--- src/design/rbf_pkg.sv ---
package rbf_pkg;

   // Fixed field widths of the ports.
   localparam int PIXEL_W    = 16;
   localparam int RADIUS_W   = 4;
   localparam int SCALE_W    = 17;
   localparam int OUT_W      = 21;
   localparam int POS_W      = 16;
   localparam int FRAC_W     = 16;
   localparam int CSR_IDX_W  = 1;
   localparam int CSR_DATA_W = 17;

   // Register map of the configuration port.
   typedef enum logic [CSR_IDX_W-1:0] {
      CSR_RADIUS = 1'b0,
      CSR_SCALE  = 1'b1
   } csr_index_type;

   // Reset values and limits.
   localparam logic [RADIUS_W-1:0] RADIUS_RESET = 4'd1;
   localparam logic [SCALE_W-1:0]  SCALE_RESET  = 17'h10000;
   localparam logic [OUT_W-1:0]    OUT_MAX      = '1;
   localparam logic [POS_W-1:0]    POS_MAX      = '1;

endpackage

--- src/design/rbf_ram.sv ---
module rbf_ram #(
   parameter int WIDTH = 16,
   parameter int DEPTH = 32
) (
   input  logic                     clock,
   input  logic                     wr_en,
   input  logic [$clog2(DEPTH)-1:0] wr_addr,
   input  logic [WIDTH-1:0]         wr_data,
   input  logic                     rd_en,
   input  logic [$clog2(DEPTH)-1:0] rd_addr,
   output logic [WIDTH-1:0]         rd_data
);

   logic [WIDTH-1:0] mem_ff [DEPTH];
   logic [WIDTH-1:0] rd_data_ff;

   // Single write port, registered read port.
   always_ff @(posedge clock) begin
      if (wr_en) begin
         mem_ff[wr_addr] <= wr_data;
      end
      if (rd_en) begin
         rd_data_ff <= mem_ff[rd_addr];
      end
   end

   assign rd_data = rd_data_ff;

endmodule

--- src/design/row_box_filter_replicate_unit.sv ---
// Horizontal box filter over one image row with replicated borders. The block takes one
// pixel per clock while req_ready is high and keeps a running window sum; result k leaves
// once pixel k+R has arrived, scaled by the Q1.16 scale and rounded down, saturating at 21
// bits. The flagged last pixel of a row yields all results still owed: R+1 of them, or all
// n on a row of n <= R pixels. It is accepted like any other pixel, and req_ready then stays
// low while the drain sequencer issues the remaining R results (n-1 on such a short row),
// one result per cycle while the skid stage is free, since each needs one read of the
// history RAM and one pass through the single running-sum adder. A result passes the sum
// stage and the scale stage before it is loaded into the output register: the history read
// goes out with the request, then come the sum update and the scale multiply. When the
// result channel stalls and the skid stage behind the output register fills, req_ready
// also drops until a result is taken. The radius is sampled at the first pixel of each row.
// History lives in a RAM of 2**clog2(2*MAX_RADIUS+2) entries used as a circular buffer;
// it needs no clearing pass.
module row_box_filter_replicate_unit #(
   parameter int MAX_RADIUS  = 15,
   parameter int SAMPLE_BITS = 16
) (
   input  logic                             clock,
   input  logic                             reset,
   // Request channel.
   input  logic                             req_valid,
   output logic                             req_ready,
   input  logic [rbf_pkg::PIXEL_W-1:0]      req_pixel,
   input  logic                             req_last_in_row,
   // Result channel.
   output logic                             rsp_valid,
   input  logic                             rsp_ready,
   output logic [rbf_pkg::OUT_W-1:0]        rsp_filtered,
   output logic                             rsp_row_end,
   // Configuration port.
   input  logic                             csr_wr_en,
   input  logic [rbf_pkg::CSR_IDX_W-1:0]    csr_index,
   input  logic [rbf_pkg::CSR_DATA_W-1:0]   csr_wdata
);

   import rbf_pkg::*;

   localparam int R_W    = $clog2(MAX_RADIUS + 1);
   localparam int D_W    = $clog2(2 * MAX_RADIUS + 2);
   localparam int DEPTH  = 1 << D_W;
   localparam int SUM_W  = SAMPLE_BITS + D_W;
   localparam int PROD_W = SUM_W + SCALE_W;
   localparam int HI_W   = PROD_W - FRAC_W;
   localparam int CMP_W  = HI_W + OUT_W;

   // Configuration registers.
   logic [RADIUS_W-1:0]    radius_ff, radius_in;
   logic [SCALE_W-1:0]     scale_ff, scale_in;

   // Row control.
   logic [POS_W-1:0]       pos_ff, pos_in;
   logic [R_W-1:0]         row_r_ff, row_r_in;
   logic [SAMPLE_BITS-1:0] first_ff, first_in;
   logic [D_W-1:0]         wptr_ff, wptr_in;

   // Drain sequencer.
   logic                   drain_ff, drain_in;
   logic [D_W-1:0]         drain_d_ff, drain_d_in;
   logic [SAMPLE_BITS-1:0] drain_px_ff, drain_px_in;
   logic [POS_W-1:0]       drain_pos_ff, drain_pos_in;

   // Sum stage.
   logic                   s1_vld_ff, s1_base_zero_ff, s1_sub_ff, s1_first_ff;
   logic                   s1_emit_ff, s1_end_ff;
   logic [SUM_W-1:0]       s1_add_ff;
   logic [SUM_W-1:0]       sum_ff, sum_in;

   // Scale stage.
   logic                   s2_vld_ff, s2_end_ff;
   logic [SUM_W-1:0]       s2_sum_ff;

   // Output register and skid stage.
   logic                   out_vld_ff, out_vld_in;
   logic [OUT_W-1:0]       out_filt_ff, out_filt_in;
   logic                   out_end_ff, out_end_in;
   logic                   skid_vld_ff, skid_vld_in;
   logic [OUT_W-1:0]       skid_filt_ff, skid_filt_in;
   logic                   skid_end_ff, skid_end_in;

   // Combinational signals.
   logic                   advance, accept, row_start, short_last, start_drain;
   logic [SAMPLE_BITS-1:0] sample;
   logic [R_W-1:0]         r_cfg, r_cur;
   logic [POS_W-1:0]       r_pos;
   logic [D_W-1:0]         win, factor, drain_start_d;
   logic                   drain_end, drain_use_first;
   logic                   op_vld, op_base_zero, op_sub, op_first, op_emit, op_end;
   logic [SUM_W-1:0]       op_add;
   logic [D_W-1:0]         rd_addr;
   logic [SAMPLE_BITS-1:0] ram_rd_data;
   logic [SUM_W-1:0]       sum_base, sum_leave, sum_next;
   logic [PROD_W-1:0]      scaled_prod;
   logic [HI_W-1:0]        scaled_hi;
   logic [OUT_W-1:0]       push_filt;
   logic                   push;

   // The pipeline moves whenever the skid stage is free.
   assign advance   = !skid_vld_ff;
   assign req_ready = advance && !drain_ff;
   assign accept    = req_valid && req_ready;

   assign sample    = SAMPLE_BITS'(req_pixel);
   assign row_start = (pos_ff == '0);
   assign r_cfg     = (32'(radius_ff) > MAX_RADIUS) ? R_W'(MAX_RADIUS) : R_W'(radius_ff);
   assign r_cur     = row_start ? r_cfg : row_r_ff;
   assign r_pos     = POS_W'(r_cur);
   assign win       = D_W'({r_cur, 1'b1});
   assign short_last = req_last_in_row && (pos_ff < r_pos);

   // Weight of the entering pixel: R+1 when the window opens, plus the replicated
   // right border when a short row ends before the window is full.
   always_comb begin
      factor = row_start ? (D_W'(r_cur) + D_W'(1)) : D_W'(1);
      if (short_last) begin
         factor = factor + D_W'(r_pos - pos_ff);
      end
   end

   // Drain length and first look-back distance after the last pixel.
   assign drain_start_d = short_last ? D_W'(pos_ff + r_pos) : D_W'({r_cur, 1'b0});
   assign start_drain   = req_last_in_row && (short_last ? (pos_ff != '0) : (r_cur != '0));
   assign drain_end       = (drain_d_ff == (D_W'(row_r_ff) + D_W'(1)));
   assign drain_use_first = (POS_W'(drain_d_ff) > drain_pos_ff);

   // Select the operation issued to the sum stage this cycle.
   always_comb begin
      op_vld       = 1'b0;
      op_base_zero = 1'b0;
      op_add       = '0;
      op_sub       = 1'b0;
      op_first     = 1'b0;
      op_emit      = 1'b0;
      op_end       = 1'b0;
      rd_addr      = wptr_ff - win;
      if (drain_ff) begin
         op_vld   = 1'b1;
         op_add   = SUM_W'(drain_px_ff);
         op_sub   = 1'b1;
         op_first = drain_use_first;
         op_emit  = 1'b1;
         op_end   = drain_end;
         rd_addr  = wptr_ff - drain_d_ff - D_W'(1);
      end else begin
         op_vld       = accept;
         op_base_zero = row_start;
         op_add       = SUM_W'(sample) * SUM_W'(factor);
         op_sub       = (pos_ff > r_pos);
         op_first     = (POS_W'(win) > pos_ff);
         op_emit      = (pos_ff >= r_pos) || req_last_in_row;
         op_end       = req_last_in_row && ((r_cur == '0) || row_start);
      end
   end

   // Sample history.
   rbf_ram #(
      .WIDTH (SAMPLE_BITS),
      .DEPTH (DEPTH)
   ) u_hist (
      .clock   (clock),
      .wr_en   (accept),
      .wr_addr (wptr_ff),
      .wr_data (sample),
      .rd_en   (advance),
      .rd_addr (rd_addr),
      .rd_data (ram_rd_data)
   );

   // Configuration writes.
   always_comb begin
      radius_in = radius_ff;
      scale_in  = scale_ff;
      if (csr_wr_en) begin
         unique case (csr_index_type'(csr_index))
            CSR_RADIUS: radius_in = RADIUS_W'(csr_wdata);
            CSR_SCALE:  scale_in  = SCALE_W'(csr_wdata);
            default:    radius_in = radius_ff;
         endcase
      end
   end

   // Row position, first pixel, row radius and write pointer.
   always_comb begin
      pos_in   = pos_ff;
      row_r_in = row_r_ff;
      first_in = first_ff;
      wptr_in  = wptr_ff;
      if (accept) begin
         wptr_in = wptr_ff + D_W'(1);
         if (row_start) begin
            row_r_in = r_cfg;
            first_in = sample;
         end
         if (req_last_in_row) begin
            pos_in = '0;
         end else if (pos_ff != POS_MAX) begin
            pos_in = pos_ff + POS_W'(1);
         end
      end
   end

   // Drain sequencer: walks the look-back distance down to R+1.
   always_comb begin
      drain_in     = drain_ff;
      drain_d_in   = drain_d_ff;
      drain_px_in  = drain_px_ff;
      drain_pos_in = drain_pos_ff;
      if (advance && drain_ff) begin
         drain_d_in = drain_d_ff - D_W'(1);
         if (drain_end) begin
            drain_in = 1'b0;
         end
      end
      if (accept && start_drain) begin
         drain_in     = 1'b1;
         drain_d_in   = drain_start_d;
         drain_px_in  = sample;
         drain_pos_in = pos_ff;
      end
   end

   // Running sum update.
   always_comb begin
      sum_base  = s1_base_zero_ff ? '0 : sum_ff;
      sum_leave = '0;
      if (s1_sub_ff) begin
         sum_leave = s1_first_ff ? SUM_W'(first_ff) : SUM_W'(ram_rd_data);
      end
      sum_next = sum_base + s1_add_ff - sum_leave;
      sum_in   = (advance && s1_vld_ff) ? sum_next : sum_ff;
   end

   // Scale multiply with saturation.
   assign scaled_prod = PROD_W'(s2_sum_ff) * PROD_W'(scale_ff);
   assign scaled_hi   = scaled_prod[PROD_W-1:FRAC_W];
   assign push_filt   = (CMP_W'(scaled_hi) > CMP_W'(OUT_MAX)) ? OUT_MAX : OUT_W'(scaled_hi);
   assign push        = advance && s2_vld_ff;

   // Output register with skid stage.
   always_comb begin
      out_vld_in   = out_vld_ff;
      out_filt_in  = out_filt_ff;
      out_end_in   = out_end_ff;
      skid_vld_in  = skid_vld_ff;
      skid_filt_in = skid_filt_ff;
      skid_end_in  = skid_end_ff;
      if (!out_vld_ff || rsp_ready) begin
         if (skid_vld_ff) begin
            out_vld_in  = 1'b1;
            out_filt_in = skid_filt_ff;
            out_end_in  = skid_end_ff;
            skid_vld_in = 1'b0;
         end else begin
            out_vld_in  = push;
            out_filt_in = push_filt;
            out_end_in  = s2_end_ff;
         end
      end else if (push) begin
         skid_vld_in  = 1'b1;
         skid_filt_in = push_filt;
         skid_end_in  = s2_end_ff;
      end
   end

   assign rsp_valid    = out_vld_ff;
   assign rsp_filtered = out_filt_ff;
   assign rsp_row_end  = out_end_ff;

   // Control registers.
   always_ff @(posedge clock) begin
      if (reset) begin
         radius_ff   <= RADIUS_RESET;
         scale_ff    <= SCALE_RESET;
         pos_ff      <= '0;
         row_r_ff    <= R_W'(1);
         first_ff    <= '0;
         wptr_ff     <= '0;
         drain_ff    <= 1'b0;
         sum_ff      <= '0;
         s1_vld_ff   <= 1'b0;
         s2_vld_ff   <= 1'b0;
         out_vld_ff  <= 1'b0;
         skid_vld_ff <= 1'b0;
      end else begin
         radius_ff   <= radius_in;
         scale_ff    <= scale_in;
         pos_ff      <= pos_in;
         row_r_ff    <= row_r_in;
         first_ff    <= first_in;
         wptr_ff     <= wptr_in;
         drain_ff    <= drain_in;
         sum_ff      <= sum_in;
         out_vld_ff  <= out_vld_in;
         skid_vld_ff <= skid_vld_in;
         if (advance) begin
            s1_vld_ff <= op_vld;
            s2_vld_ff <= s1_vld_ff && s1_emit_ff;
         end
      end
   end

   // Payload registers.
   always_ff @(posedge clock) begin
      drain_d_ff   <= drain_d_in;
      drain_px_ff  <= drain_px_in;
      drain_pos_ff <= drain_pos_in;
      out_filt_ff  <= out_filt_in;
      out_end_ff   <= out_end_in;
      skid_filt_ff <= skid_filt_in;
      skid_end_ff  <= skid_end_in;
      if (advance) begin
         s1_base_zero_ff <= op_base_zero;
         s1_add_ff       <= op_add;
         s1_sub_ff       <= op_sub;
         s1_first_ff     <= op_first;
         s1_emit_ff      <= op_emit;
         s1_end_ff       <= op_end;
         s2_sum_ff       <= sum_next;
         s2_end_ff       <= s1_end_ff;
      end
   end

   // The skid stage only fills behind a stalled output register.
   a_skid_behind_out: assert property (@(posedge clock) disable iff (reset)
      skid_vld_ff |-> out_vld_ff)
      else $error("skid stage holds a result while the output register is empty");

   // While draining, the look-back distance never falls below R+1.
   a_drain_distance: assert property (@(posedge clock) disable iff (reset)
      drain_ff |-> (drain_d_ff > D_W'(row_r_ff)))
      else $error("drain look-back distance ran past the window");

   // The drain stops right after its final result is issued.
   a_drain_stops: assert property (@(posedge clock) disable iff (reset)
      drain_ff && advance && drain_end |=> !drain_ff)
      else $error("drain continued after the row end result");

endmodule

--- config.mk ---
export PLATFORM = sky130hd
export DESIGN_NAME = row_box_filter_replicate_unit
export DESIGN_NICKNAME = d
export VERILOG_FILES = /design/src/design/rbf_pkg.sv /design/src/design/rbf_ram.sv /design/src/design/row_box_filter_replicate_unit.sv
export SDC_FILE = /design/constraint.sdc
export NUM_CORES = 2
export LEC_CHECK = 0
export BUFFER_PORTS_ARGS = -buffer_cell sky130_fd_sc_hd__buf_2
export CORE_UTILIZATION = 51
export CTS_CLUSTER_SIZE = 10
export DETAILED_ROUTE_END_ITERATION = 8
export HOLD_SLACK_MARGIN = 0.02
export PLACE_DENSITY = 0.72
export SETUP_SLACK_MARGIN = 0.3
export SLEW_MARGIN = 10
export SYNTH_ARGS = -nofsm -noshare
export SYNTH_HDL_FRONTEND = slang
export SYNTH_SLANG_ARGS = --single-unit
--- constraint.sdc ---
create_clock -name clock -period 16.6 [get_ports clock]
set_input_delay 0.83 -clock clock [delete_from_list [all_inputs] [get_ports clock]]
set_output_delay 0.83 -clock clock [all_outputs]
set_load 0.05 [all_outputs]
==> results.cfg <==
[die]
fp-row-count = 108
initial_core_util = 0.519
core-area_mm2 = 0.0873
die_h_um = 300
die_area_mm2 = 0.0900
ioPinCount = 64
die_w_um = 300

[clock_network]
cts-resized-gates = 0
clk_latency_ps = 680
clock-sinks = 745
cts_tree = yes
cts-root-buf = clkbuf_16
holdBufCountCts = 0
cts.htree.levels = 3
numCtsBuffers = 89
post_cts.repair.setup_buffers = 0
clockBufferDepth = 3
clk_pin_slew_ps = 50

[power]
p_leak_nw = 19.9
power.density_mw_per_mm2 = 171
ir_drop_v = 0.000242

[global_route]
grt_pass1_vias = 28900
grt_usage = 0.232
antenna_found_initial = 1
gr-total-overflow = 0
grt_max_degree = 129
grt_pass1_wl_um = 161000

[timing]
fmax_mhz = 104
post-route-period-util = 0.577
slew_viol_final = 0
hold_viol_final = 0
setup_viol = 0
finClkSkew_ps = 70.6
worst_slew_pin_slew_ps = 1110
rsz0062_at_grt = false
fin_crit_ps = 9570
final.setup.tns_ps = 0
slew_headroom = 0.258

[logic_synthesis]
synth_edf_count = 657
post_synth.cell_area_avg_um2 = 12.5
ys_seq_area_frac = 0.475
synth_cell_type_count = 79
synth_top_family_by_area = adder cells
synth_top_flop_cell = edfxtp_1
muxShareOfSynthArea = 0.0892
synthArstFlopShare = 0
synth_xor_area_frac = 0.0195
synth_nets = 4204
yosys.area_share.simple = 0.0998
synthCells = 3611
ys_warn_count = 0
synthAdderAreaFrac = 0.210
ys_ff_latch = 745
synth-compound-area-share = 0.0498
syn_area_mm2 = 0.0453

[route]
ant_nets = 0
wl_per_cell_um = 20.7
drt_wl_total_um = 101000
drtPass1Iterations = 5
drtIter0Drc = 2066
vias_per_cell = 5.64
drc = 0
vias = 27500

[layout]
antenna_cells = 0
layout.nets = 4252
stdcell_count = 4870
nFillCells = 7083
areaGrowthSynthToFinish_pct = 9.67
drive_gt1_frac = 0.119

[critical_path]
critPathTopFamily = adder cells
critPathLaunchType = flop
cp_max_fo = 16
worstPathRequired_ps = 17010
critical_path.max_stage_delay_ps = 650
crit_buf_inv = 4
cp.arrival_ps = 9980
critPathKind = flop to flop
r2r-start = pos_ff[1]$_SDFFE_PP0P_
worstSetupStartpoint = pos_ff[1]$_SDFFE_PP0P_
endpoint_kind = flop
cp_slowest_cell = xnor2_2

[hold_path]
min_from = csr_wdata[16]
holdCritPathClass = input pin to flop

[placement]
placedCellCount = 4723
dp.final_hpwl_um = 66400
gp_congestion = 0.871
portBuffers = 63

[status]
outcome = finished clean

[job]
cap_viol_max_count = 0
synthesized netlist by cell type, types with 6 or more instances:
cell type	n	area share
mux2i_1	61	0.013
nand4_1	20	0.0028
fa_1	347	0.15
o21ai_0	48	0.0053
nor3_1	22	0.0024
or3_1	11	0.0015
dfxtp_1	88	0.039
buf_2	14	0.0015
inv_1	505	0.042
and2_1	154	0.021
a211oi_1	37	0.0061
nand3_1	21	0.0023
nand2_1	467	0.039
o21a_1	14	0.0023
edfxtp_1	657	0.44
mux2_2	28	0.0070
xnor2_1	57	0.011
and3_1	8	0.0011
nor2b_1	71	0.0098
a21o_1	33	0.0055
mux4_2	128	0.064
a21oi_1	157	0.017
ha_1	206	0.057
mux2_4	10	0.0033
xor2_1	39	0.0075
clkbuf_1	124	0.010
o31ai_1	6	0.00099
nand2b_1	31	0.0043
o21bai_1	8	0.0013
a31oi_1	6	0.00083
nor2_1	124	0.010
buf_4	10	0.0017
buf_1	6	0.00050
worst min-delay path: stages:
cell     delay (ps)
buf_2            80
nand2_1          40
nand3_1          60
where the power goes:
group	internal (W)	total, W	switching, W	leakage [nW]
clock network	0.00108	0.00185	0.000765	1.32
registers	0.00240	0.00261	0.000214	6.78
logic	0.00169	0.00405	0.00236	11.8
total	0.00517	0.00851	0.00334	19.9
cell families (layout without fill, tap and decap cells):
kind of cell / count (synthesis) / in the layout
multiplexers: 231 / 231
AND/OR/NAND/NOR: 958 / 958
adder cells (fa/ha/maj): 553 / 553
XOR/XNOR: 98 / 98
flip-flops: 745 / 745
buffers and inverters: 663 / 767
AO/OA/AOI/OAI: 363 / 363
metrics by stage:
step | power (W) | cell area, um2 | util | setup WS [ps] | hold slack [ps]
2_1_floorplan | 0.00567 | 45300 | - | 8070 | 400
3_5_place_dp | 0.00667 | 46900 | 0.537 | 6640 | 446
4_1_cts | 0.00856 | 49600 | 0.569 | 6600 | 405
3_3_place_gp | 0.00661 | 46900 | 0.537 | 6750 | 438
5_1_grt | 0.00917 | 49600 | 0.569 | 6280 | 419
6_report | 0.00851 | 49600 | 0.569 | 7030 | 440
path summary, 6_finish.rpt:
path / slack (ps) / end / depth (start not counted)
worst max-delay path: 7030 / s1_add_ff[18]$_SDFFCE_PP0N_ / 33
worst min-delay path: 440 / scale_ff[16]$_SDFFE_PP1P_ / 3
worst max register to register: 7030 / s1_add_ff[18]$_SDFFCE_PP0N_ / 33
worst min register to register: 450 / first_ff[5]$_SDFFE_PP0P_ / 2
layout make-up:
| cell class | instances | area, um2 | share of cell area |
|---|---|---|---|
| well taps | 1155 | 1450 | 0.0291 |
| repair buffers | 113 | 716 | 0.0144 |
| clock inverters | 16 | 315 | 0.00635 |
| flip-flops and latches | 745 | 21500 | 0.433 |
| clock buffers | 131 | 2440 | 0.0491 |
| multi-input cells | 2203 | 21300 | 0.430 |
| inverters | 507 | 1900 | 0.0384 |
state kept, by name (all words and copies together), names as in the netlist, 16 cells and up:
name            cells
rsp_filtered       21
s2_sum_ff          21
pos_ff             16
scale_ff           17
s1_add_ff          21
sum_ff             21
u_hist.mem_ff     512
first_ff           16
u_hist.rd_data     16
drain_px_ff        16
drain_pos_ff       16
skid_filt_ff       21
placed cells by master, fill, tap and decap left out, types with 87 or more instances in the layout:
cell         n
a21oi_1    155
edfxtp_1   657
mux4_2     128
dfxtp_1     87
fa_1       347
inv_1      504
clkbuf_16   90
nor2_1     101
nand2_1    467
and2_1     154
ha_1       206
per-layer routing:
metal / part of all wire / vias up / track usage / routed length [um]
li1: - / 12400 / - / -
met1: 0.41 / 13900 / 0.307 / 41600
met2: 0.49 / 955 / 0.393 / 49100
met3: 0.064 / 204 / 0.0306 / 6450
met4: 0.036 / 0 / 0.0850 / 3640
met5: 0 / - / 0 / 0
Power figures use the tool's default switching activity.
